==> src/hdl/json_string_unescape_utf8_assert.svh <==
// Assertion helpers for the string unescaper. Expect i_clk and i_rst_n in scope.
`ifndef JSON_STRING_UNESCAPE_UTF8_ASSERT_SVH
`define JSON_STRING_UNESCAPE_UTF8_ASSERT_SVH

// Consequent must hold in the same cycle as the antecedent.
`define JSU_ASSERT_NOW(lbl, ante, cons, msg) \
    lbl: assert property (@(posedge i_clk) disable iff (!i_rst_n) (ante) |-> (cons)) \
        else $error(msg);

// Consequent must hold in the cycle after the antecedent.
`define JSU_ASSERT_NEXT(lbl, ante, cons, msg) \
    lbl: assert property (@(posedge i_clk) disable iff (!i_rst_n) (ante) |=> (cons)) \
        else $error(msg);

`endif

==> src/hdl/jsu_pkg.sv <==
`timescale 1ns / 1ps
package jsu_pkg;

    // result status codes
    localparam logic [2:0] ST_BUSY    = 3'd0;
    localparam logic [2:0] ST_CLOSED  = 3'd1;
    localparam logic [2:0] ST_BAD_HEX = 3'd2;
    localparam logic [2:0] ST_BAD_ESC = 3'd3;
    localparam logic [2:0] ST_UNTERM  = 3'd4;

    localparam logic [7:0] CH_BSLASH = 8'h5C;
    localparam logic [7:0] CH_QUOTE  = 8'h22;
    localparam logic [7:0] CH_U      = 8'h75;

    // top six bits of a high / low surrogate
    localparam logic [5:0] SUR_HIGH_TAG = 6'b110110;
    localparam logic [5:0] SUR_LOW_TAG  = 6'b110111;
    localparam logic [20:0] SUPPL_BASE  = 21'h10000;

    localparam int JOB_Q_DEPTH = 4;
    localparam int JOB_Q_AW    = $clog2(JOB_Q_DEPTH);
    localparam int JOB_Q_CW    = $clog2(JOB_Q_DEPTH + 1);

    typedef enum logic [1:0] {
        SEG_NONE = 2'd0,
        SEG_RAW  = 2'd1,
        SEG_CP   = 2'd2,
        SEG_STAT = 2'd3
    } t_seg_kind;

    // one piece of output: a raw byte, a code point to encode, or a status
    typedef struct packed {
        t_seg_kind   kind;
        logic [20:0] val;
    } t_seg;

    // everything one input item produces, emitted first then second
    typedef struct packed {
        t_seg first;
        t_seg second;
    } t_job;

    function automatic t_seg mk_seg(input t_seg_kind kind, input logic [20:0] val);
        t_seg s;
        s.kind = kind;
        s.val  = val;
        return s;
    endfunction

    // {is_hex, value}
    function automatic logic [4:0] hex_digit(input logic [7:0] c);
        logic [4:0] r;
        r = 5'd0;
        if (c >= 8'h30 && c <= 8'h39)
            r = {1'b1, c[3:0]};
        else if ((c >= 8'h61 && c <= 8'h66) || (c >= 8'h41 && c <= 8'h46))
            r = {1'b1, c[3:0] + 4'd9};
        return r;
    endfunction

    // {is_simple_escape, byte}
    function automatic logic [8:0] simple_esc(input logic [7:0] c);
        logic [8:0] r;
        case (c)
            8'h22:   r = {1'b1, 8'h22};
            8'h5C:   r = {1'b1, 8'h5C};
            8'h2F:   r = {1'b1, 8'h2F};
            8'h62:   r = {1'b1, 8'h08};
            8'h66:   r = {1'b1, 8'h0C};
            8'h6E:   r = {1'b1, 8'h0A};
            8'h72:   r = {1'b1, 8'h0D};
            8'h74:   r = {1'b1, 8'h09};
            default: r = 9'd0;
        endcase
        return r;
    endfunction

    // UTF-8 length minus one
    function automatic logic [1:0] cp_len_m1(input logic [20:0] cp);
        logic [1:0] r;
        if (cp <= 21'h7F)
            r = 2'd0;
        else if (cp <= 21'h7FF)
            r = 2'd1;
        else if (cp <= 21'hFFFF)
            r = 2'd2;
        else
            r = 2'd3;
        return r;
    endfunction

    function automatic logic [7:0] cp_byte(input logic [20:0] cp, input logic [1:0] len_m1,
                                           input logic [1:0] pos);
        logic [7:0] r;
        case (len_m1)
            2'd0: r = {1'b0, cp[6:0]};
            2'd1: begin
                case (pos)
                    2'd0:    r = {3'b110, cp[10:6]};
                    default: r = {2'b10, cp[5:0]};
                endcase
            end
            2'd2: begin
                case (pos)
                    2'd0:    r = {4'b1110, cp[15:12]};
                    2'd1:    r = {2'b10, cp[11:6]};
                    default: r = {2'b10, cp[5:0]};
                endcase
            end
            default: begin
                case (pos)
                    2'd0:    r = {5'b11110, cp[20:18]};
                    2'd1:    r = {2'b10, cp[17:12]};
                    2'd2:    r = {2'b10, cp[11:6]};
                    default: r = {2'b10, cp[5:0]};
                endcase
            end
        endcase
        return r;
    endfunction

endpackage

==> src/hdl/jsu_front.sv <==
`timescale 1ns / 1ps
module jsu_front (
    input  logic             i_clk,
    input  logic             i_rst_n,
    input  logic             i_s_tvalid,
    output logic             o_s_tready,
    input  logic [7:0]       i_s_tdata,   // [7:0] text_byte
    input  logic [0:0]       i_s_tuser,   // [0] text_end
    input  logic             i_q_full,
    output logic             o_push,
    output jsu_pkg::t_job    o_job
);

    typedef enum logic [5:0] {
        PH_PLAIN    = 6'b000001,
        PH_ESC      = 6'b000010,
        PH_HEX      = 6'b000100,
        PH_HIGH     = 6'b001000,
        PH_HIGH_ESC = 6'b010000,
        PH_PAIR_HEX = 6'b100000
    } t_phase;

    t_phase      r_phase, n_phase;
    logic [9:0]  r_pend,  n_pend;    // low ten bits of the held high surrogate
    logic [15:0] r_acc,   n_acc;
    logic [1:0]  r_cnt,   n_cnt;

    logic          accept;
    logic [7:0]    b;
    logic [4:0]    hx;
    logic [8:0]    se;
    logic [15:0]   acc_new;
    logic [20:0]   pend_cp;
    logic [20:0]   pair_cp;
    logic          new_high;
    logic          new_low;
    jsu_pkg::t_job job;
    logic          job_vld;

    assign o_s_tready = !i_q_full;
    assign accept     = i_s_tvalid && o_s_tready;
    assign b          = i_s_tdata;
    assign hx         = jsu_pkg::hex_digit(b);
    assign se         = jsu_pkg::simple_esc(b);
    assign acc_new    = {r_acc[11:0], hx[3:0]};
    assign pend_cp    = {5'd0, jsu_pkg::SUR_HIGH_TAG, r_pend};
    assign pair_cp    = jsu_pkg::SUPPL_BASE + {1'b0, r_pend, acc_new[9:0]};
    assign new_high   = acc_new[15:10] == jsu_pkg::SUR_HIGH_TAG;
    assign new_low    = acc_new[15:10] == jsu_pkg::SUR_LOW_TAG;

    always_comb begin
        n_phase    = r_phase;
        n_pend     = r_pend;
        n_acc      = r_acc;
        n_cnt      = r_cnt;
        job.first  = jsu_pkg::mk_seg(jsu_pkg::SEG_NONE, 21'd0);
        job.second = jsu_pkg::mk_seg(jsu_pkg::SEG_NONE, 21'd0);
        job_vld    = 1'b0;

        if (i_s_tuser[0]) begin
            job_vld    = 1'b1;
            job.second = jsu_pkg::mk_seg(jsu_pkg::SEG_STAT,
                             {18'd0, (r_phase == PH_HEX || r_phase == PH_PAIR_HEX) ?
                                     jsu_pkg::ST_BAD_HEX : jsu_pkg::ST_UNTERM});
            n_phase    = PH_PLAIN;
            n_cnt      = 2'd0;
        end else begin
            case (r_phase)
                PH_ESC, PH_HIGH_ESC: begin
                    if (b == jsu_pkg::CH_U) begin
                        n_phase = (r_phase == PH_ESC) ? PH_HEX : PH_PAIR_HEX;
                        n_acc   = 16'd0;
                        n_cnt   = 2'd0;
                    end else if (se[8]) begin
                        job_vld    = 1'b1;
                        if (r_phase == PH_HIGH_ESC)
                            job.first = jsu_pkg::mk_seg(jsu_pkg::SEG_CP, pend_cp);
                        job.second = jsu_pkg::mk_seg(jsu_pkg::SEG_RAW, {13'd0, se[7:0]});
                        n_phase    = PH_PLAIN;
                    end else begin
                        job_vld    = 1'b1;
                        job.second = jsu_pkg::mk_seg(jsu_pkg::SEG_STAT,
                                                     {18'd0, jsu_pkg::ST_BAD_ESC});
                        n_phase    = PH_PLAIN;
                    end
                end
                PH_HEX, PH_PAIR_HEX: begin
                    if (!hx[4]) begin
                        job_vld    = 1'b1;
                        job.second = jsu_pkg::mk_seg(jsu_pkg::SEG_STAT,
                                                     {18'd0, jsu_pkg::ST_BAD_HEX});
                        n_phase    = PH_PLAIN;
                        n_cnt      = 2'd0;
                    end else if (r_cnt != 2'd3) begin
                        n_acc = acc_new;
                        n_cnt = r_cnt + 2'd1;
                    end else begin
                        // fourth digit: the escape value is complete
                        n_acc = 16'd0;
                        n_cnt = 2'd0;
                        if (r_phase == PH_PAIR_HEX && new_low) begin
                            job_vld    = 1'b1;
                            job.second = jsu_pkg::mk_seg(jsu_pkg::SEG_CP, pair_cp);
                            n_phase    = PH_PLAIN;
                        end else begin
                            if (r_phase == PH_PAIR_HEX) begin
                                job_vld   = 1'b1;
                                job.first = jsu_pkg::mk_seg(jsu_pkg::SEG_CP, pend_cp);
                            end
                            if (new_high) begin
                                n_pend  = acc_new[9:0];
                                n_phase = PH_HIGH;
                            end else begin
                                job_vld    = 1'b1;
                                job.second = jsu_pkg::mk_seg(jsu_pkg::SEG_CP,
                                                             {5'd0, acc_new});
                                n_phase    = PH_PLAIN;
                            end
                        end
                    end
                end
                PH_HIGH: begin
                    if (b == jsu_pkg::CH_BSLASH) begin
                        n_phase = PH_HIGH_ESC;
                    end else begin
                        job_vld   = 1'b1;
                        job.first = jsu_pkg::mk_seg(jsu_pkg::SEG_CP, pend_cp);
                        if (b == jsu_pkg::CH_QUOTE)
                            job.second = jsu_pkg::mk_seg(jsu_pkg::SEG_STAT,
                                                         {18'd0, jsu_pkg::ST_CLOSED});
                        else
                            job.second = jsu_pkg::mk_seg(jsu_pkg::SEG_RAW, {13'd0, b});
                        n_phase = PH_PLAIN;
                    end
                end
                default: begin
                    if (b == jsu_pkg::CH_BSLASH) begin
                        n_phase = PH_ESC;
                    end else if (b == jsu_pkg::CH_QUOTE) begin
                        job_vld    = 1'b1;
                        job.second = jsu_pkg::mk_seg(jsu_pkg::SEG_STAT,
                                                     {18'd0, jsu_pkg::ST_CLOSED});
                        n_phase    = PH_PLAIN;
                    end else begin
                        job_vld    = 1'b1;
                        job.second = jsu_pkg::mk_seg(jsu_pkg::SEG_RAW, {13'd0, b});
                        n_phase    = PH_PLAIN;
                    end
                end
            endcase
        end
    end

    assign o_push = accept && job_vld;
    assign o_job  = job;

    always_ff @(posedge i_clk) begin
        if (!i_rst_n) begin
            r_phase <= PH_PLAIN;
            r_cnt   <= 2'd0;
        end else if (accept) begin
            r_phase <= n_phase;
            r_cnt   <= n_cnt;
        end
    end

    always_ff @(posedge i_clk) begin
        if (accept) begin
            r_pend <= n_pend;
            r_acc  <= n_acc;
        end
    end

endmodule

==> src/hdl/jsu_job_queue.sv <==
`timescale 1ns / 1ps
module jsu_job_queue (
    input  logic          i_clk,
    input  logic          i_rst_n,
    input  logic          i_push,
    input  jsu_pkg::t_job i_job,
    output logic          o_full,
    input  logic          i_pop,
    output jsu_pkg::t_job o_job,
    output logic          o_empty
);

    jsu_pkg::t_job                  r_mem [jsu_pkg::JOB_Q_DEPTH];
    logic [jsu_pkg::JOB_Q_AW-1:0]   r_wr_ptr, r_rd_ptr;
    logic [jsu_pkg::JOB_Q_CW-1:0]   r_count;
    logic                           do_push, do_pop;

    localparam logic [jsu_pkg::JOB_Q_AW-1:0] LAST_PTR =
        jsu_pkg::JOB_Q_AW'(jsu_pkg::JOB_Q_DEPTH - 1);
    localparam logic [jsu_pkg::JOB_Q_CW-1:0] FULL_COUNT =
        jsu_pkg::JOB_Q_CW'(jsu_pkg::JOB_Q_DEPTH);
    localparam logic [jsu_pkg::JOB_Q_AW-1:0] PTR_ONE = jsu_pkg::JOB_Q_AW'(1);
    localparam logic [jsu_pkg::JOB_Q_CW-1:0] CNT_ONE = jsu_pkg::JOB_Q_CW'(1);

    assign o_full  = r_count == FULL_COUNT;
    assign o_empty = r_count == '0;
    assign do_push = i_push && !o_full;
    assign do_pop  = i_pop && !o_empty;
    assign o_job   = r_mem[r_rd_ptr];

    always_ff @(posedge i_clk) begin
        if (!i_rst_n) begin
            r_wr_ptr <= '0;
            r_rd_ptr <= '0;
            r_count  <= '0;
        end else begin
            if (do_push)
                r_wr_ptr <= (r_wr_ptr == LAST_PTR) ? '0 : r_wr_ptr + PTR_ONE;
            if (do_pop)
                r_rd_ptr <= (r_rd_ptr == LAST_PTR) ? '0 : r_rd_ptr + PTR_ONE;
            if (do_push && !do_pop)
                r_count <= r_count + CNT_ONE;
            else if (do_pop && !do_push)
                r_count <= r_count - CNT_ONE;
        end
    end

    always_ff @(posedge i_clk) begin
        if (do_push)
            r_mem[r_wr_ptr] <= i_job;
    end

endmodule

==> src/hdl/jsu_back.sv <==
`timescale 1ns / 1ps
module jsu_back (
    input  logic          i_clk,
    input  logic          i_rst_n,
    input  jsu_pkg::t_job i_job,
    input  logic          i_q_empty,
    output logic          o_pop,
    output logic          o_m_tvalid,
    input  logic          i_m_tready,
    output logic [7:0]    o_m_tdata,   // [7:0] out_byte
    output logic [3:0]    o_m_tuser,   // [0] byte_valid, [3:1] status
    output logic          o_m_tlast    // run_last
);

    jsu_pkg::t_job r_job;
    logic          r_have;
    logic          r_seg_sel;   // 0: first segment, 1: second
    logic [1:0]    r_pos;       // byte within the segment

    logic          r_m_tvalid;
    logic [7:0]    r_m_tdata;
    logic [3:0]    r_m_tuser;
    logic          r_m_tlast;

    jsu_pkg::t_seg cur;
    logic [1:0]    len_m1;
    logic          seg_done, job_done, adv;
    logic [7:0]    res_byte;
    logic          res_vld;
    logic [2:0]    res_stat;

    assign cur      = r_seg_sel ? r_job.second : r_job.first;
    assign len_m1   = (cur.kind == jsu_pkg::SEG_CP) ? jsu_pkg::cp_len_m1(cur.val) : 2'd0;
    assign seg_done = r_pos == len_m1;
    assign job_done = seg_done && (r_seg_sel || r_job.second.kind == jsu_pkg::SEG_NONE);
    assign adv      = r_have && (!r_m_tvalid || i_m_tready);
    assign o_pop    = !i_q_empty && (!r_have || (adv && job_done));

    always_comb begin
        res_byte = 8'd0;
        res_vld  = 1'b0;
        res_stat = jsu_pkg::ST_BUSY;
        case (cur.kind)
            jsu_pkg::SEG_RAW: begin
                res_byte = cur.val[7:0];
                res_vld  = 1'b1;
            end
            jsu_pkg::SEG_CP: begin
                res_byte = jsu_pkg::cp_byte(cur.val, len_m1, r_pos);
                res_vld  = 1'b1;
            end
            jsu_pkg::SEG_STAT: res_stat = cur.val[2:0];
            default: ;
        endcase
    end

    always_ff @(posedge i_clk) begin
        if (!i_rst_n) begin
            r_have     <= 1'b0;
            r_seg_sel  <= 1'b0;
            r_pos      <= 2'd0;
            r_m_tvalid <= 1'b0;
        end else begin
            if (o_pop) begin
                r_have    <= 1'b1;
                r_seg_sel <= i_job.first.kind == jsu_pkg::SEG_NONE;
                r_pos     <= 2'd0;
            end else if (adv && job_done) begin
                r_have <= 1'b0;
            end else if (adv) begin
                if (seg_done) begin
                    r_seg_sel <= 1'b1;
                    r_pos     <= 2'd0;
                end else begin
                    r_pos <= r_pos + 2'd1;
                end
            end
            if (adv)
                r_m_tvalid <= 1'b1;
            else if (i_m_tready)
                r_m_tvalid <= 1'b0;
        end
    end

    always_ff @(posedge i_clk) begin
        if (o_pop)
            r_job <= i_job;
        if (adv) begin
            r_m_tdata <= res_byte;
            r_m_tuser <= {res_stat, res_vld};
            r_m_tlast <= job_done;
        end
    end

    assign o_m_tvalid = r_m_tvalid;
    assign o_m_tdata  = r_m_tdata;
    assign o_m_tuser  = r_m_tuser;
    assign o_m_tlast  = r_m_tlast;

endmodule

==> src/hdl/json_string_unescape_utf8.sv <==
`timescale 1ns / 1ps
// JSON string body unescaper: feed the bytes after the opening quote, one per transfer,
// with tuser set for end of text; decoded UTF-8 bytes and status events come out one per
// transfer, tlast marking the last result of each input byte. A front decoder takes one
// input byte per cycle while the job queue has room and queues a job describing its output;
// a back end emits one result per cycle from that job while the output is not stalled.
// Plain bytes and simple escapes therefore sustain one byte per cycle, while a byte that
// produces n results (up to six, for a surrogate that turns out unpaired followed by a
// 3-byte value) keeps the back end busy until all n are out; input stalls only once the
// 4-entry job queue fills. A result passes through the queue, the job register and the output register.
`include "json_string_unescape_utf8_assert.svh"
module json_string_unescape_utf8 (
    input  logic       i_clk,
    input  logic       i_rst_n,
    input  logic       i_s_tvalid,
    output logic       o_s_tready,
    input  logic [7:0] i_s_tdata,   // [7:0] text_byte
    input  logic [0:0] i_s_tuser,   // [0] text_end
    output logic       o_m_tvalid,
    input  logic       i_m_tready,
    output logic [7:0] o_m_tdata,   // [7:0] out_byte
    output logic [3:0] o_m_tuser,   // [0] byte_valid, [3:1] status
    output logic       o_m_tlast    // run_last
);

    logic          q_push, q_pop, q_full, q_empty;
    jsu_pkg::t_job push_job, pop_job;

    jsu_front u_front (
        .i_clk      (i_clk),
        .i_rst_n    (i_rst_n),
        .i_s_tvalid (i_s_tvalid),
        .o_s_tready (o_s_tready),
        .i_s_tdata  (i_s_tdata),
        .i_s_tuser  (i_s_tuser),
        .i_q_full   (q_full),
        .o_push     (q_push),
        .o_job      (push_job)
    );

    jsu_job_queue u_queue (
        .i_clk   (i_clk),
        .i_rst_n (i_rst_n),
        .i_push  (q_push),
        .i_job   (push_job),
        .o_full  (q_full),
        .i_pop   (q_pop),
        .o_job   (pop_job),
        .o_empty (q_empty)
    );

    jsu_back u_back (
        .i_clk      (i_clk),
        .i_rst_n    (i_rst_n),
        .i_job      (pop_job),
        .i_q_empty  (q_empty),
        .o_pop      (q_pop),
        .o_m_tvalid (o_m_tvalid),
        .i_m_tready (i_m_tready),
        .o_m_tdata  (o_m_tdata),
        .o_m_tuser  (o_m_tuser),
        .o_m_tlast  (o_m_tlast)
    );

    `JSU_ASSERT_NOW(a_push_room, q_push, !q_full, "job pushed into a full queue")
    `JSU_ASSERT_NEXT(a_pop_frees, q_full && q_pop, !q_full, "queue stayed full after a pop")
    `JSU_ASSERT_NOW(a_status_last, o_m_tvalid && !o_m_tuser[0], o_m_tlast, "status not last")
    `JSU_ASSERT_NOW(a_byte_busy, o_m_tvalid && o_m_tuser[0],
                    o_m_tuser[3:1] == jsu_pkg::ST_BUSY, "byte result with nonzero status")

endmodule

==> config.mk <==
export PLATFORM = sky130hd
export DESIGN_NAME = json_string_unescape_utf8
export DESIGN_NICKNAME = d
export VERILOG_FILES = /design/src/hdl/jsu_pkg.sv /design/src/hdl/jsu_front.sv /design/src/hdl/jsu_job_queue.sv /design/src/hdl/jsu_back.sv /design/src/hdl/json_string_unescape_utf8.sv
export VERILOG_INCLUDE_DIRS = /design/src /design/src/hdl
export SDC_FILE = /design/constraint.sdc
export NUM_CORES = 1
export LEC_CHECK = 0
export BUFFER_PORTS_ARGS = -buffer_cell sky130_fd_sc_hd__buf_2
export CAP_MARGIN = 25
export CORE_ASPECT_RATIO = 2
export CORE_MARGIN = 2
export CORE_UTILIZATION = 55
export DETAILED_ROUTE_END_ITERATION = 10
export PLACE_DENSITY = 0.77
export SYNTH_ARGS = -nofsm -noshare
export SYNTH_HDL_FRONTEND = slang
export SYNTH_SLANG_ARGS = --single-unit
==> constraint.sdc <==
create_clock -name i_clk -period 6.05 [get_ports i_clk]
set_clock_uncertainty 0.05 [all_clocks]
set_input_delay 1.21 -clock i_clk [delete_from_list [all_inputs] [get_ports i_clk]]
set_output_delay 1.21 -clock i_clk [all_outputs]
set_load 0.02 [all_outputs]
==> metrics.md <==
| Metric | Value |
|---|---|
| Outcome | `finished clean` |
| Setup WS post-layout | `1.46 ns` |
| CTS tree | `done` |
| Switching Share | `0.316` |
| Reg area | `6600 µm²` |
| Later-pin clock latency in the skew report | `0.49 ns` |
| Initial antenna violation count | `0` |
| Port Buffers | `27` |
| Placed cells | `944` |
| Final HPWL DP | `15900 µm` |
| Post-DP Area | `10600 µm²` |
| FP Rows | `70` |
| Wirelength per Cell | `23.2 µm` |
| YS warnings | `0` |
| N_diodes | `0` |
| Combinational cell fraction of total power | `0.296` |
| Die Y | `197 µm` |
| Power Density | `446 nW/µm²` |
| Post-Synth XOR/XNOR Area | `0.00597` |
| Worst Setup Start Kind | `input pin` |
| DRC | `0` |
| Req. time, crit path | `6.41 ns` |
| Drt total wl | `22800 µm` |
| First-pass GRT wire length | `34600 µm` |
| Worst path cell trace | `buf_2 -> inv_1 -> ha_1 -> or3b_2 -> a31oi_1 -> o21ai_0 -> a21oi_1 -> ha_1 -> inv_1 -> fa_1 -> xor2_1 -> or3_1 -> a21boi_0` |
| Largest stage delay, worst path | `0.57 ns` |
| Most used DFF post-synth | `edfxtp_1` |
| Final Core Density | `0.618` |
| Share of post-route cells with drive strength above 1 | `0.168` |
| Routed vias/inst | `6.44` |
| Global route overflow | `0` |
| Power share of the sequential group | `0.441` |
| CTS Root Cell | `clkbuf_16` |
| GPL Wtd Cong | `0.941` |
| Max Fclk | `0.218 GHz` |
| Hold path startpoint | `u_front.r_cnt[1]$_SDFFE_PN0P_` |
| Max-slew violations | `0` |
| Post-CTS Setup Inserts | `0` |
| Slowest-stage cell, CP | `a21oi_1` |
| Post-cts hold buffer count | `0` |
| Arrival @ worst endpoint | `4.95 ns` |
| EDFF count, synth | `205` |
| Slew HR | `0.304` |
| Reg2reg path depth | `15` |
| Nets | `783` |
| Initial Util | `0.561` |
| GR Util met2 | `0.459` |
| Number of global-route vias before repair | `6508` |
| P_int | `3.45 mW` |
| Final setup vio count | `0` |
| Synth Area in Compound Gates | `0.0961` |
| Mux contribution to synthesized area | `0.0914` |
| Sw Pwr | `1.59 mW` |
| Vias post-DR | `6310` |
| Gr busiest metal | `met2` |
| Start point of the critical path | `i_s_tdata[0]` |
| Pleak | `3.81 nW` |
| Critical path class | `input pin to flip-flop` |
| Syn Nets | `760` |
| Max clock buf depth | `3` |
| Die Area | `19800 µm²` |
| Final Hold Fails | `0` |
| Core area | `18300 µm²` |
| Post-Synth Simple-Gate Area | `0.117` |
| Synth Register Bits | `227` |
| Worst min path class | `flip-flop to flip-flop` |
| Post-route minimum period | `4.59 ns` |
| Critical-path maximum fanout | `8` |
| VDD IR-drop max | `0.214 mV` |
| Starting DRT DRC Count | `451` |
| Area of the multi-input gates | `3440 µm²` |
| Mean Syn Cell Area | `14.1 µm²` |
| Post-route ant nets | `0` |
| Largest family of logic cells by synthesized area | `simple AND/OR/NAND/NOR gates` |
| I/O pins | `28` |
| Post-route design area | `11300 µm²` |
| Largest net degree at the start of global routing | `37` |
| Fill cell count | `1285` |
| Hold Path Depth | `2` |
| Max-Cap Viols | `0` |
| Register area share after synthesis | `0.643` |
| Final Cycle Share | `0.758` |
| GR Util met3 | `0.0237` |
| # clock sinks | `227` |
| Cells resized by post-CTS repair | `0` |
| Slew @ Worst Pin | `1.03 ns` |
| R2R setup slack | `1.55 ns` |
| Synthesized area | `10300 µm²` |
| GRT met1 Usage | `0.223` |
| Clock power frac | `0.263` |
| Async SR Flop Fraction | `0` |
| Post-Layout Cell Count | `980` |
| Die width | `101 µm` |
| Total CTS buffers | `20` |
| Syn Inst Count | `727` |
| Unrepaired setup endpoints after global routing | `false` |
| H-tree levels | `1` |
| Origin of the critical flop-to-flop path | `u_back.r_seg_sel$_SDFFE_PN0P_` |
| Iteration count of the initial detailed-routing pass | `7` |
| Post-synthesis cell type count | `73` |
| Area growth, synth to finish | `10.2%` |
| Adder-cell share of the synthesized area | `0.0251` |
| Worst slack, placed | `1.06 ns` |
| TNS Setup | `0 ns` |
| Clock Pin Slew Worst Setup and Hold Paths | `0.07 ns` |
| CP endpoint kind | `flip-flop` |
| Tot GR Track Use | `0.231` |
==> area by class of cell <==
class                   instances  share of cell area
clock buffers                  23              0.0480
clock inverters                13              0.0132
inverters                      21             0.00697
multi-input cells             441               0.305
flip-flops and latches        227               0.583
well taps                     216              0.0239
repair buffers                 39              0.0199
==> layout by cell type (no fill, tap or decap), types with 6 or more instances in the layout <==
| master | count |
|---|---|
| mux2i_1 | 9 |
| ha_1 | 19 |
| edfxtp_1 | 205 |
| nand3_1 | 15 |
| and2_1 | 36 |
| nor4_1 | 10 |
| a21oi_1 | 33 |
| o21ai_0 | 32 |
| buf_4 | 12 |
| clkbuf_16 | 21 |
| nor3_1 | 19 |
| nand2b_1 | 9 |
| nor3b_1 | 10 |
| buf_2 | 27 |
| dfxtp_1 | 21 |
| nor2_1 | 30 |
| nand2_1 | 44 |
| a221oi_1 | 7 |
| inv_1 | 21 |
| mux2_2 | 6 |
| a22oi_1 | 9 |
| nor2b_1 | 19 |
| mux4_2 | 34 |
==> per-layer routing <==
| layer | up-vias | part of all wire |
|---|---|---|
| met5 | - | 0 |
| met4 | 0 | 0.051 |
| met1 | 3139 | 0.33 |
| met3 | 75 | 0.032 |
| li1 | 2865 | - |
| met2 | 231 | 0.59 |
==> synth_stat cells (15+ instances only) <==
library cell	count	area [µm²]
edfxtp_1	205	6160
nand2_1	44	165
and2_1	36	225
mux4_2	34	766
a21oi_1	33	165
o21ai_0	32	160
clkbuf_1	30	113
nor2_1	30	113
dfxtp_1	22	440
inv_1	21	78.8
ha_1	19	238
nor2b_1	19	119
nor3_1	19	95.1
nand3_1	15	75.1
==> kinds of logic (layout without fill, tap and decap cells) <==
logic type               after synthesis  after routing
flip-flops                           227            227
AND/OR/NAND/NOR                      219            219
AO/OA/AOI/OAI                        145            145
buffers and inverters                 59             96
multiplexers                          50             50
adder cells (fa/ha/maj)               20             20
XOR/XNOR                               7              7
==> path summary, 6_finish.rpt <==
path / endpoint
worst max-delay path: u_queue.r_count[2]$_SDFFE_PN0P_
worst min-delay path: u_front.r_cnt[1]$_SDFFE_PN0P_
worst max register to register: u_queue.r_count[2]$_SDFFE_PN0P_
worst min register to register: u_front.r_cnt[1]$_SDFFE_PN0P_
==> stage by stage <==
| stage | power [mW] | hold slack (ns) |
|---|---|---|
| 2_1_floorplan | 3.30 | 0.382 |
| 4_1_cts | 5.06 | 0.430 |
| 5_1_grt | 5.26 | 0.455 |
| 3_3_place_gp | 3.66 | 0.405 |
| 3_5_place_dp | 3.72 | 0.409 |
| 6_report | 5.05 | 0.428 |
==> flip-flops by register name, summed over array words and instances (netlist names), named ones only <==
name,flops
u_back.r_seg_sel,1
u_back.o_m_tlast,1
u_front.r_cnt,2
u_back.r_pos,2
u_front.r_pend,10
u_front.r_acc,12
u_queue.r_rd_ptr,2
u_queue.r_count,3
u_back.o_m_tvalid,1
u_front.r_phase,6
u_queue.r_wr_ptr,2
u_back.o_m_tdata,8
u_back.r_job,34
u_queue.r_mem,136
u_back.o_m_tuser,4
u_back.r_have,1
==> critical path, delay by kind of cell <==
family,cells,cell delay (ns)
buffers and inverters,3,0.33
xor gates and xnor gates,1,0.17
and+or+nand+nor,2,0.79
adders and majority gates,3,0.99
AOI/OAI and AO/OA,4,1.45
==> power groups by stage <==
stage                     clock (mW)  combinational, mW  sequential [mW]
after floorplan                    0               1.05             2.25
after global placement             0               1.43             2.23
after detailed placement           0               1.47             2.25
after CTS                       1.35               1.48             2.22
after global routing            1.40               1.61             2.25
final                           1.33               1.49             2.23
Power figures use the tool's default switching activity.
